File: src/rtl/battery_level_averager_defines.svh
// ----------------------------------------------------------------------------
// battery level averager assertion macros
// shared concurrent assertion forms for the averager rtl
// ----------------------------------------------------------------------------
`ifndef BATTERY_LEVEL_AVERAGER_DEFINES_SVH
`define BATTERY_LEVEL_AVERAGER_DEFINES_SVH

// same-cycle implication, disabled while reset is low
`define BLA_ASSERT_NOW(lbl, clk, rstn, ante, cons, msg) \
  lbl: assert property (@(posedge clk) disable iff (!(rstn)) (ante) |-> (cons)) \
    else $error(msg);

// next-cycle implication, disabled while reset is low
`define BLA_ASSERT_NEXT(lbl, clk, rstn, ante, cons, msg) \
  lbl: assert property (@(posedge clk) disable iff (!(rstn)) (ante) |=> (cons)) \
    else $error(msg);

`endif

File: src/rtl/bla_pkg.sv
// ----------------------------------------------------------------------------
// bla_pkg
// widths, constants, register indexes and sequencer states of the averager
// ----------------------------------------------------------------------------
package bla_pkg;

  localparam int MV_W        = 13;
  localparam int PCT_W       = 7;
  localparam int IN_TDATA_W  = 16;
  localparam int OUT_TDATA_W = 24;
  localparam int CFG_ADDR_W  = 2;

  localparam int AVG_DEPTH_DEF = 4;

  localparam logic [MV_W-1:0]  BATT_CAP_MV     = 13'd4500;
  localparam logic [MV_W-1:0]  FULL_LEVEL_RST  = 13'd4200;
  localparam logic [MV_W-1:0]  EMPTY_LEVEL_RST = 13'd3300;
  localparam logic [PCT_W-1:0] PCT_FULL        = 7'd100;
  localparam logic [PCT_W-1:0] PCT_EMPTY       = 7'd0;

  // interpolation numerator (avg - empty) * 100 stays below 2^20
  localparam int PCT_NUM_W = 20;
  // divisor is either the entry count or full - empty
  localparam int DIV_DEN_W = 13;

  localparam logic [CFG_ADDR_W-1:0] REG_FULL_LEVEL  = 2'd0;
  localparam logic [CFG_ADDR_W-1:0] REG_EMPTY_LEVEL = 2'd1;

  typedef enum logic [2:0] {
    ST_IDLE,
    ST_SUM,
    ST_DIV_AVG,
    ST_PCT,
    ST_DIV_PCT,
    ST_OUT
  } state_t;

endpackage

File: src/rtl/bla_ram.sv
// ----------------------------------------------------------------------------
// bla_ram
// generic single-write, single-read ram with registered read data
// ----------------------------------------------------------------------------
module bla_ram #(
  parameter int WIDTH  = 13,
  parameter int DEPTH  = 4,
  parameter int ADDR_W = (DEPTH > 1) ? $clog2(DEPTH) : 1
) (
  input  logic              clk,
  input  logic              we,
  input  logic [ADDR_W-1:0] waddr,
  input  logic [WIDTH-1:0]  wdata,
  input  logic [ADDR_W-1:0] raddr,
  output logic [WIDTH-1:0]  rdata
);

  logic [WIDTH-1:0] mem [DEPTH];
  logic [WIDTH-1:0] rdata_r;

  always_ff @(posedge clk) begin
    if (we) begin
      mem[waddr] <= wdata;
    end
    rdata_r <= mem[raddr];
  end

  assign rdata = rdata_r;

endmodule

File: src/rtl/bla_div.sv
// ----------------------------------------------------------------------------
// bla_div
// restoring unsigned divider, one quotient bit per cycle
// ----------------------------------------------------------------------------
module bla_div
  import bla_pkg::*;
#(
  parameter int NUM_W = 20,
  parameter int DEN_W = DIV_DEN_W
) (
  input  logic             clk,
  input  logic             rst_n,
  input  logic             start,
  input  logic [NUM_W-1:0] num,
  input  logic [DEN_W-1:0] den,
  output logic             done,
  output logic [NUM_W-1:0] quo
);

  localparam int CNT_W = $clog2(NUM_W + 1);

  logic             run_r, run_nxt;
  logic             done_r, done_nxt;
  logic [CNT_W-1:0] cnt_r, cnt_nxt;
  logic [NUM_W-1:0] quo_r, quo_nxt;
  logic [DEN_W-1:0] rem_r, rem_nxt;
  logic [DEN_W-1:0] den_r, den_nxt;
  logic [DEN_W:0]   rem_sh;
  logic [DEN_W:0]   rem_sub;
  logic             ge;

  always_comb begin
    rem_sh  = {rem_r, quo_r[NUM_W-1]};
    ge      = (rem_sh >= {1'b0, den_r});
    rem_sub = rem_sh - {1'b0, den_r};

    run_nxt  = run_r;
    done_nxt = 1'b0;
    cnt_nxt  = cnt_r;
    quo_nxt  = quo_r;
    rem_nxt  = rem_r;
    den_nxt  = den_r;

    if (start) begin
      run_nxt = 1'b1;
      cnt_nxt = CNT_W'(NUM_W);
      quo_nxt = num;
      rem_nxt = '0;
      den_nxt = den;
    end else if (run_r) begin
      quo_nxt = {quo_r[NUM_W-2:0], ge};
      rem_nxt = ge ? rem_sub[DEN_W-1:0] : rem_sh[DEN_W-1:0];
      cnt_nxt = cnt_r - CNT_W'(1);
      if (cnt_r == CNT_W'(1)) begin
        run_nxt  = 1'b0;
        done_nxt = 1'b1;
      end
    end
  end

  always_ff @(posedge clk) begin
    if (!rst_n) begin
      run_r  <= 1'b0;
      done_r <= 1'b0;
      cnt_r  <= '0;
    end else begin
      run_r  <= run_nxt;
      done_r <= done_nxt;
      cnt_r  <= cnt_nxt;
    end
    quo_r <= quo_nxt;
    rem_r <= rem_nxt;
    den_r <= den_nxt;
  end

  assign done = done_r;
  assign quo  = quo_r;

endmodule

File: src/rtl/battery_level_averager.sv
// ----------------------------------------------------------------------------
// battery_level_averager
// moving-average battery gauge: clamps and doubles the pin voltage, keeps a
// ring of recent samples, averages the filled entries and maps to percent
// ----------------------------------------------------------------------------
//  channel | ports                                  | word
//  --------+----------------------------------------+---------------------------
//  input   | in_tvalid  in_tready  in_tdata[15:0]   | pin_voltage_mv
//  output  | out_tvalid out_tready out_tdata[23:0]  | average_mv, charge_percent
//  config  | cfg_we cfg_addr cfg_wdata[12:0]        | full / empty level
//
// per word the ring is summed one ram read per cycle, then the one-bit-per-
// cycle divider runs for the average and, unless the percent saturates,
// again for the percent. reset is synchronous, active low; ring contents
// are not cleared. a finished word waits in the output register while the
// next one is taken; the next one stalls until it drains.
// ----------------------------------------------------------------------------
`include "battery_level_averager_defines.svh"

module battery_level_averager
  import bla_pkg::*;
#(
  parameter int AVG_DEPTH = AVG_DEPTH_DEF
) (
  input  logic                   clk,
  input  logic                   rst_n,
  input  logic                   in_tvalid,
  output logic                   in_tready,
  input  logic [IN_TDATA_W-1:0]  in_tdata,   // [12:0] pin_voltage_mv
  output logic                   out_tvalid,
  input  logic                   out_tready,
  output logic [OUT_TDATA_W-1:0] out_tdata,  // [12:0] average_mv, [19:13] charge_percent
  input  logic                   cfg_we,
  input  logic [CFG_ADDR_W-1:0]  cfg_addr,
  input  logic [MV_W-1:0]        cfg_wdata
);

  localparam int AW     = (AVG_DEPTH > 1) ? $clog2(AVG_DEPTH) : 1;
  localparam int CW     = $clog2(AVG_DEPTH + 1);
  localparam int SW     = MV_W + CW;
  localparam int DIV_NW = (SW > PCT_NUM_W) ? SW : PCT_NUM_W;

  state_t state_r, state_nxt;

  logic [AW-1:0]    slot_r, slot_nxt;
  logic             full_r, full_nxt;
  logic [CW-1:0]    cnt_r, cnt_nxt;
  logic [CW-1:0]    rd_idx_r, rd_idx_nxt;
  logic             rd_pend_r, rd_pend_nxt;
  logic [SW-1:0]    sum_r, sum_nxt;
  logic [MV_W-1:0]  avg_r, avg_nxt;
  logic [PCT_W-1:0] pct_r, pct_nxt;
  logic [MV_W-1:0]  full_lvl_r, empty_lvl_r;
  logic             out_valid_r, out_valid_nxt;
  logic [MV_W-1:0]  out_avg_r;
  logic [PCT_W-1:0] out_pct_r;

  logic             in_acc;
  logic             out_free;
  logic             sum_done;
  logic [MV_W-1:0]  pin_mv;
  logic [MV_W-1:0]  dbl_mv;
  logic [MV_W-1:0]  batt_mv;
  logic [MV_W-1:0]  ram_rdata;
  logic             div_start;
  logic [DIV_NW-1:0] div_num;
  logic [DIV_DEN_W-1:0] div_den;
  logic             div_done;
  logic [DIV_NW-1:0] div_quo;
  logic [MV_W-1:0]  pct_diff;
  logic [MV_W-1:0]  lvl_span;
  logic [PCT_NUM_W-1:0] pct_num;
  logic             load_out;

  assign pin_mv   = in_tdata[MV_W-1:0];
  assign in_acc   = in_tvalid && in_tready;
  assign out_free = !out_valid_r || out_tready;
  assign sum_done = (rd_idx_r == cnt_r) && !rd_pend_r;

  // negative pin reads as zero, then undo the halving divider and cap
  always_comb begin
    dbl_mv  = {pin_mv[MV_W-2:0], 1'b0};
    batt_mv = dbl_mv;
    if (pin_mv[MV_W-1]) begin
      batt_mv = '0;
    end else if (dbl_mv > BATT_CAP_MV) begin
      batt_mv = BATT_CAP_MV;
    end
  end

  bla_ram #(
    .WIDTH (MV_W),
    .DEPTH (AVG_DEPTH),
    .ADDR_W(AW)
  ) u_ring (
    .clk  (clk),
    .we   (in_acc),
    .waddr(slot_r),
    .wdata(batt_mv),
    .raddr(rd_idx_r[AW-1:0]),
    .rdata(ram_rdata)
  );

  assign pct_diff = avg_r - empty_lvl_r;
  assign lvl_span = full_lvl_r - empty_lvl_r;
  assign pct_num  = PCT_NUM_W'(pct_diff) * PCT_NUM_W'(PCT_FULL);

  bla_div #(
    .NUM_W(DIV_NW),
    .DEN_W(DIV_DEN_W)
  ) u_div (
    .clk  (clk),
    .rst_n(rst_n),
    .start(div_start),
    .num  (div_num),
    .den  (div_den),
    .done (div_done),
    .quo  (div_quo)
  );

  // next state
  always_comb begin
    state_nxt = state_r;
    unique case (state_r)
      ST_IDLE: begin
        if (in_acc) begin
          state_nxt = ST_SUM;
        end
      end
      ST_SUM: begin
        if (sum_done) begin
          state_nxt = ST_DIV_AVG;
        end
      end
      ST_DIV_AVG: begin
        if (div_done) begin
          state_nxt = ST_PCT;
        end
      end
      ST_PCT: begin
        if ((avg_r >= full_lvl_r) || (avg_r <= empty_lvl_r)) begin
          state_nxt = ST_OUT;
        end else begin
          state_nxt = ST_DIV_PCT;
        end
      end
      ST_DIV_PCT: begin
        if (div_done) begin
          state_nxt = ST_OUT;
        end
      end
      ST_OUT: begin
        if (out_free) begin
          state_nxt = ST_IDLE;
        end
      end
      default: state_nxt = ST_IDLE;
    endcase
  end

  // sequencer outputs
  always_comb begin
    in_tready = 1'b0;
    div_start = 1'b0;
    div_num   = DIV_NW'(sum_r);
    div_den   = DIV_DEN_W'(cnt_r);
    load_out  = 1'b0;
    unique case (state_r)
      ST_IDLE: begin
        in_tready = 1'b1;
      end
      ST_SUM: begin
        div_start = sum_done;
      end
      ST_PCT: begin
        div_num   = DIV_NW'(pct_num);
        div_den   = lvl_span;
        div_start = (avg_r < full_lvl_r) && (avg_r > empty_lvl_r);
      end
      ST_OUT: begin
        load_out = out_free;
      end
      ST_DIV_AVG: begin
        div_start = 1'b0;
      end
      ST_DIV_PCT: begin
        div_start = 1'b0;
      end
      default: begin
        in_tready = 1'b0;
      end
    endcase
  end

  // datapath next values
  always_comb begin
    slot_nxt    = slot_r;
    full_nxt    = full_r;
    cnt_nxt     = cnt_r;
    rd_idx_nxt  = rd_idx_r;
    rd_pend_nxt = rd_pend_r;
    sum_nxt     = sum_r;
    avg_nxt     = avg_r;
    pct_nxt     = pct_r;

    if (in_acc) begin
      if (slot_r == AW'(AVG_DEPTH - 1)) begin
        slot_nxt = '0;
        full_nxt = 1'b1;
      end else begin
        slot_nxt = slot_r + AW'(1);
      end
      cnt_nxt     = (full_r || (slot_r == AW'(AVG_DEPTH - 1))) ?
                    CW'(AVG_DEPTH) : CW'(slot_r + AW'(1));
      rd_idx_nxt  = '0;
      rd_pend_nxt = 1'b0;
      sum_nxt     = '0;
    end

    if (state_r == ST_SUM) begin
      // read data arrives in the cycle after its address
      if (rd_pend_r) begin
        sum_nxt = sum_r + SW'(ram_rdata);
      end
      if (rd_idx_r != cnt_r) begin
        rd_idx_nxt  = rd_idx_r + CW'(1);
        rd_pend_nxt = 1'b1;
      end else begin
        rd_pend_nxt = 1'b0;
      end
    end

    if ((state_r == ST_DIV_AVG) && div_done) begin
      avg_nxt = div_quo[MV_W-1:0];
    end

    if (state_r == ST_PCT) begin
      pct_nxt = (avg_r >= full_lvl_r) ? PCT_FULL : PCT_EMPTY;
    end

    if ((state_r == ST_DIV_PCT) && div_done) begin
      pct_nxt = (div_quo > DIV_NW'(PCT_FULL)) ? PCT_FULL : div_quo[PCT_W-1:0];
    end
  end

  always_comb begin
    out_valid_nxt = out_valid_r;
    if (load_out) begin
      out_valid_nxt = 1'b1;
    end else if (out_tready) begin
      out_valid_nxt = 1'b0;
    end
  end

  always_ff @(posedge clk) begin
    if (!rst_n) begin
      state_r     <= ST_IDLE;
      slot_r      <= '0;
      full_r      <= 1'b0;
      rd_pend_r   <= 1'b0;
      out_valid_r <= 1'b0;
      full_lvl_r  <= FULL_LEVEL_RST;
      empty_lvl_r <= EMPTY_LEVEL_RST;
    end else begin
      state_r     <= state_nxt;
      slot_r      <= slot_nxt;
      full_r      <= full_nxt;
      rd_pend_r   <= rd_pend_nxt;
      out_valid_r <= out_valid_nxt;
      if (cfg_we) begin
        unique case (cfg_addr)
          REG_FULL_LEVEL:  full_lvl_r  <= cfg_wdata;
          REG_EMPTY_LEVEL: empty_lvl_r <= cfg_wdata;
          default:         full_lvl_r  <= full_lvl_r;
        endcase
      end
    end
    cnt_r    <= cnt_nxt;
    rd_idx_r <= rd_idx_nxt;
    sum_r    <= sum_nxt;
    avg_r    <= avg_nxt;
    pct_r    <= pct_nxt;
    if (load_out) begin
      out_avg_r <= avg_r;
      out_pct_r <= pct_r;
    end
  end

  assign out_tvalid = out_valid_r;
  assign out_tdata  = {{(OUT_TDATA_W - MV_W - PCT_W){1'b0}}, out_pct_r, out_avg_r};

  `BLA_ASSERT_NEXT(a_busy_after_accept, clk, rst_n, in_acc, !in_tready,
    "sequencer still ready after taking a word")
  `BLA_ASSERT_NOW(a_div_done_expected, clk, rst_n, div_done,
    (state_r == ST_DIV_AVG) || (state_r == ST_DIV_PCT),
    "divider finished outside a divide step")
  `BLA_ASSERT_NOW(a_out_in_range, clk, rst_n, out_valid_r,
    (out_avg_r <= BATT_CAP_MV) && (out_pct_r <= PCT_FULL),
    "result word out of range")

endmodule

File: config.mk
export PLATFORM = sky130hd
export DESIGN_NAME = battery_level_averager
export DESIGN_NICKNAME = d
export VERILOG_FILES = /design/src/rtl/bla_pkg.sv /design/src/rtl/bla_ram.sv /design/src/rtl/bla_div.sv /design/src/rtl/battery_level_averager.sv
export VERILOG_INCLUDE_DIRS = /design/src /design/src/rtl
export SDC_FILE = /design/constraint.sdc
export NUM_CORES = 1
export LEC_CHECK = 0
export BUFFER_PORTS_ARGS = -buffer_cell sky130_fd_sc_hd__buf_2
export CAP_MARGIN = 0
export CORE_MARGIN = 5
export CORE_UTILIZATION = 60
export DETAILED_ROUTE_END_ITERATION = 6
export GPL_TIMING_DRIVEN = 0
export HOLD_SLACK_MARGIN = 0.05
export PLACE_DENSITY = 0.78
export SYNTH_ARGS = -nofsm -noshare
export SYNTH_HDL_FRONTEND = slang
export SYNTH_HIERARCHICAL = 1
export SYNTH_SLANG_ARGS = --single-unit
File: constraint.sdc
create_clock -name clk -period 7.06 [get_ports clk]
set_input_delay 2.118 -clock clk [delete_from_list [all_inputs] [get_ports clk]]
set_output_delay 2.118 -clock clk [all_outputs]
set_load 0.02 [all_outputs]
==> results.yml, run 1 <==
sta:
  worst_slack_ns: 1.504
  finalHoldViolCount: 0
  fin_worst_skew_ns: 0.01845
  setup_tns_ns: 0
  fmax_mhz: 180.0
  setup_viol: 0
  timing.slew.headroom: 0.3717
  layout_min_cycle_time_ns: 5.556
  min_period_over_period: 0.7870
  rsz0062_at_grt: "no"
  tightestPinTransition_ns: 0.9424
  drv_slew: 0
placed_design:
  hpwlAfterDp_um: 20630
  placed_area_um2: 12930
  dpl_worst_slack_ns: 1.564
  place_congestion: 0.9151
  dp.cells: 1500
  numPortBuffers: 54
global_route:
  grt_pass1_wl_um: 43190
  antenna_found_initial: 0
  grt_overflow: 0
  grt_util_all_layers: 0.2249
  grt_pass1_vias: 8504
  grt_max_degree: 21
layout:
  area.growth.synth_to_final_pct: 11.36
  nets: 1414
  finalNonFillerCells: 1542
  n_antenna_cell: 0
  design_area_um2: 13660
  drive_above_1_share: 0.1179
cts:
  cts_setup_buffers: 0
  clockBufferDepth: 3
  post_cts_resized: 0
  cts_tree: "yes"
  path_clk_slew_ns: 0.06
  cts_num_sinks: 214
  cts_inserted_buffers: 23
  htree_levels: 1
  clk_latency_ns: 0.52
  clockRootBuffer: "clkbuf_16"
  postCtsHoldBufs: 0
routing:
  initialDrtViolationCount: 579
  drc: 0
  num_vias: 8966
  dr.pass1.iters: 5
  drt_wl_total_um: 26760
  ant_nets: 0
  post_drt_wl_per_cell_um: 17.36
  vias_per_cell: 5.815
logic_synthesis:
  synthXorXnorAreaFrac: 0.03427
  synthAdderAreaFrac: 0.1328
  netlist_area_um2: 12270
  ys_seq_area_frac: 0.4536
  synth_cell_type_count: 80
  synthFlopType: "edfxtp_1"
  async_flop_share: 0
  yosysWarnings: 6
  synth-compound-area-share: 0.1452
  synth_edf_count: 128
  synthCells: 1167
  synthMuxAreaShare: 0.05456
  syn_avg_cell_area_um2: 10.51
  synth_seq_cells: 214
  netlist_top_cells_area: "edfxtp_1 31%, dfxtp_1 14%, ha_1 11%"
  synth_top_area_share: 0.3133
  synth_top_family_by_area: "compound AO/OA/AOI/OAI gates"
  synthSimpleGateAreaFrac: 0.1336
  yosys.area.top_type: "edfxtp_1"
critical_path:
  worstSetupPathType: "reg -> reg"
  reg2regPathDepth: 21
  cpPeakStageDelay_ns: 0.52
  crit_required_ns: 7.33
  r2r-start: "empty_lvl_r[1]"
  crit_buf_inv: 4
  start_kind: "flip-flop"
  cp_cell_sequence: "inv_1 > ha_1 > nor2b_1 > o31ai_1 > a21oi_1 > a41oi_1 > xor2_1 > inv_1 > ha_1 > ha_1 > inv_1 > fa_1 > inv_1 > ha_1 > a21oi_1 > o21ai_0 > a21o_1 > a21oi_1 > xor2_1 > nor2_1 > mux2_2"
  cp_max_fo: 6
  crit_arrival_ns: 5.82
  endpoint_kind: "flip-flop"
  crit_family: "adder cells"
  r2r-end: "u_div/quo[18]"
  r2r_slack_ns: 1.50
  slowest_stage: "fa_1"
worst_hold_path:
  min_path_type: "reg -> reg"
  hold_path_end: "out_pct_r[3]"
  hold_depth: 0
  min_from: "pct_r[3]"
power_and_ir_drop:
  p_leak_uw: 0.005626
  p_per_area_nw_per_um2: 308.9
  ir_drop_v: 0.0002350
die:
  rows: 52
  dieArea_um2: 23410
  start_util: 0.6083
  die_w_um: 153.0
  die_height_um: 153.0
  pin_count: 62
  fp.coreArea_um2: 20170
outcome:
  status: "completed"
job:
  cap_violations: 0
placed cells by master, fill, tap and decap left out, drive strengths merged, types with 18 or more instances in the layout:
cell type    n
nand2      132
xnor2       25
ha         111
clkbuf      55
nor2        61
edfxtp     128
inv         98
a21boi      23
dfxtp       86
a21oi       54
a211oi      18
o211ai      19
o21ai       54
mux2        20
xor2        23
o21a        18
a21o        21
nor3        22
nand3       23
buf         68
per-layer routing:
metal | up-vias | global-route usage | wire (um)
met4 | 0 | 0.05346 | 624
li1 | 4403 | - | -
met5 | - | 0 | 0
met1 | 4230 | 0.3070 | 11850
met2 | 282 | 0.3831 | 12670
met3 | 51 | 0.03195 | 1625
synthesized netlist by cell type, types with 20 or more instances:
master,number
a21o_1,20
o21ai_0,52
xnor2_1,25
dfxtp_1,86
inv_1,97
nand3_1,23
a21boi_0,23
xor2_1,23
nand2_1,132
edfxtp_1,128
a21oi_1,53
nor2_1,61
clkbuf_1,25
ha_1,111
nor3_1,22
mux2_2,20
through the flow:
step | hold WS, ns | power (uW) | utilization
after global placement | 0.4089 | 3009 | 0.6397
after CTS | 0.4202 | 4225 | 0.6774
after detailed placement | 0.4054 | 3051 | 0.6409
after global routing | 0.4299 | 4484 | 0.6774
after floorplan | 0.4003 | 2738 | -
final | 0.4227 | 4221 | 0.6774
kinds of logic (layout without fill, tap and decap cells):
family | count (synthesis) | in the layout
compound gates | 260 | 260
xor+xnor | 48 | 48
fa+ha+maj | 123 | 123
buf+inv | 135 | 233
flops | 214 | 214
mux | 47 | 47
other cells | 1 | 8
simple gates | 339 | 339
how the worst max path moves through the flow:
stage                   start       endpoint  slack [ns]  depth (start not counted)
2_1_floorplan        avg_r[1]  u_div/quo[19]        2.23                         20
3_3_place_gp   empty_lvl_r[1]  u_div/quo[18]        1.60                         21
3_5_place_dp   empty_lvl_r[1]  u_div/quo[18]        1.56                         21
4_1_cts        empty_lvl_r[1]  u_div/quo[18]        1.54                         21
5_1_grt        empty_lvl_r[1]  u_div/quo[18]        1.15                         21
6_report       empty_lvl_r[1]  u_div/quo[18]        1.50                         21
power breakdown:
group	total [uW]	leakage (uW)	switching (uW)	internal (uW)
Clock	1170	0.000351	493	681
Combinational	1420	0.00340	781	639
Sequential	1630	0.00187	118	1510
final cells by class:
class / instances / area, um2
tap: 270 / 337.8
clock inverter: 13 / 137.6
multi-input combinational: 825 / 6175
fill: 1555 / 6507
inverter: 97 / 364.1
sequential: 214 / 5565
timing repair buffer: 56 / 289.0
buffer: 38 / 195.2
clock buffer: 29 / 598.1
state kept, by name (all words and copies together) (netlist names):
name and count:
u_ring/mem 52, u_div/done 1, out_avg_r 13, rd_idx_r 3
u_div/run_r 1, u_div/quo 20, u_div/rem_r 13, sum_r 16
u_div/cnt_r 5, state_r 3, full_r 1, u_div/den_r 13
empty_lvl_r 13, rd_pend_r 1, full_lvl_r 13, u_ring/rdata 13
out_pct_r 7, out_tvalid 1, pct_r 7, avg_r 13
cnt_r 3, slot_r 2
(Power assumes the default switching activity.)
==> inputs of run 2 (changes only) <==
- CORE_UTILIZATION: 60 -> 56
- PLACE_DENSITY: 0.78 -> 0.77
- clock period: 7.06 -> 4.88 ns (I/O delays scaled with it)
==> results.yml, run 2 (synthesized netlist as in run 1, its figures left out) <==
outcome:
  status: "complete, but fails checks"
  failed_checks: "setup timing"
sta:
  fmax_mhz: 204.3
  setup_viol: 2
  timing.slew.headroom: 0.3394
  tightestPinTransition_ns: 0.9909
  drv_slew: 0
  finalHoldViolCount: 0
  fin_worst_skew_ns: 0.02260
  finalHoldWorstSlack_ns: 0.4289
  layout_min_cycle_time_ns: 4.896
  min_period_over_period: 1.003
  worst_slack_ns: -0.01580
  rsz0062_at_grt: "yes"
global_route:
  grt_max_degree: 21
  grt_pass1_vias: 8830
  grt_overflow: 0
  grt_util_all_layers: 0.2204
  antenna_found_initial: 0
  grt_pass1_wl_um: 43940
critical_path:
  cp_max_fo: 3
  crit_required_ns: 5.16
  endpoint_kind: "flip-flop"
  start_kind: "flip-flop"
  crit_arrival_ns: 5.18
  slowest_stage: "fa_1"
  worstSetupPathType: "reg -> reg"
  cpPeakStageDelay_ns: 0.50
  cp_cell_sequence: "inv_2 > ha_4 > inv_2 > fa_2 > a211o_1 > a21oi_2 > o21bai_2 > xor2_2 > ha_1 > ha_1 > inv_1 > fa_1 > inv_1 > ha_4 > or3_4 > o21ai_4 > a21oi_4 > a21oi_2 > xor2_1 > o21ai_1 > mux2_2"
die:
  dieArea_um2: 24970
  fp.coreArea_um2: 21690
  pin_count: 62
  die_w_um: 158.0
  die_height_um: 158.0
  start_util: 0.5657
  rows: 54
cts:
  path_clk_slew_ns: 0.06
  htree_levels: 1
  clockBufferDepth: 3
  clk_latency_ns: 0.53
  postCtsHoldBufs: 0
  clockRootBuffer: "clkbuf_16"
  cts_num_sinks: 214
  cts_inserted_buffers: 24
  cts_tree: "yes"
layout:
  final_cell_mix: "130 x nand2_1, 128 x edfxtp_1, 90 x inv_1, 90 x ha_1, 84 x dfxtp_1"
  largest-register: "u_ring/mem"
  drive_above_1_share: 0.1854
  n_antenna_cell: 0
  mostFrequentLayoutCell: "nand2_1"
  area.growth.synth_to_final_pct: 17.40
  largest_reg_flops: 52
  nets: 1430
  design_area_um2: 14400
routing:
  initialDrtViolationCount: 750
  ant_nets: 0
  drc: 0
  drt_wl_total_um: 28820
  post_drt_wl_per_cell_um: 18.37
  vias_per_cell: 5.836
  dr.pass1.iters: 5
  num_vias: 9157
worst_hold_path:
  min_path_type: "reg -> reg"
placed_design:
  hpwlAfterDp_um: 20840
  place_congestion: 0.8700
  numPortBuffers: 54
  placed_area_um2: 12940
job:
  cap_violations: 0
power_and_ir_drop:
  p_per_area_nw_per_um2: 460.7
  p_leak_uw: 0.005810
  ir_drop_v: 0.0003349
[run 2: repair_timing]
| action | CTS | global route |
|---|---|---|
| endpoints found under the setup margin | 9 | 7 |
| hold endpoints to repair | 0 | 0 |
| buffers inserted | 6 | 10 |
| gates resized for setup | 34 | 57 |
| pin swaps | 10 | 48 |
[run 2: worst max-delay path, delay by kind of cell (launching register included)]
| kind | cells | cell delay, ns |
|---|---|---|
| AOI/OAI and AO/OA | 7 | 1.09 |
| adders and majority gates | 6 | 1.85 |
| DFF | 1 | 0.40 |
| muxes | 1 | 0.27 |
| xor gates and xnor gates | 2 | 0.40 |
| and+or+nand+nor | 1 | 0.38 |
| buffers and inverters | 4 | 0.26 |
[run 2: per-layer routing]
layer,share of wire,GRT usage,vias up
met5,0,0,-
met4,0.036,0.07311,0
met3,0.057,0.02570,65
met2,0.48,0.3827,304
met1,0.43,0.2889,4367
li1,-,-,4421
[run 2: path summary, 6_finish.rpt]
check	start	end	slack, ns	cells after the start
setup reg to reg	avg_r[0]	u_div/quo[14]	-0.02	21
hold / removal	pct_r[2]	out_pct_r[2]	0.43	0
setup / recovery	avg_r[0]	u_div/quo[14]	-0.02	21
hold reg to reg	pct_r[2]	out_pct_r[2]	0.43	0
[run 2: cell type report]
type | instances | area (um2)
Clock buffer | 25 | 604.3
Fill cell | 1570 | 7286
Inverter | 97 | 364.1
Sequential cell | 214 | 5570
Timing Repair Buffer | 71 | 405.4
Multi-Input combinational cell | 825 | 6663
Tap cell | 280 | 350.3
Buffer | 38 | 195.2
Clock inverter | 19 | 250.2
[run 2: where the power goes]
part / switching (uW) / internal [uW] / total [uW] / leakage, uW
Sequential: 174 / 2180 / 2360 / 0.00187
Combinational: 1260 / 1090 / 2350 / 0.00352
Clock: 752 / 1170 / 1930 / 0.000419
[run 2: metrics by stage]
step | setup slack [ns] | utilization | total power, uW | std cells | setup TNS, ns
after floorplan | 0.05141 | - | 3961 | 1174 | 0
after global placement | -0.5975 | 0.5955 | 4343 | 1508 | -3.075
after detailed placement | -0.6208 | 0.5967 | 4415 | 1510 | -3.400
after CTS | 0.01132 | 0.6465 | 6425 | 1560 | 0
after global routing | -0.1675 | 0.6641 | 7009 | 1569 | -0.7494
final | -0.01580 | 0.6641 | 6635 | 1569 | -0.02882
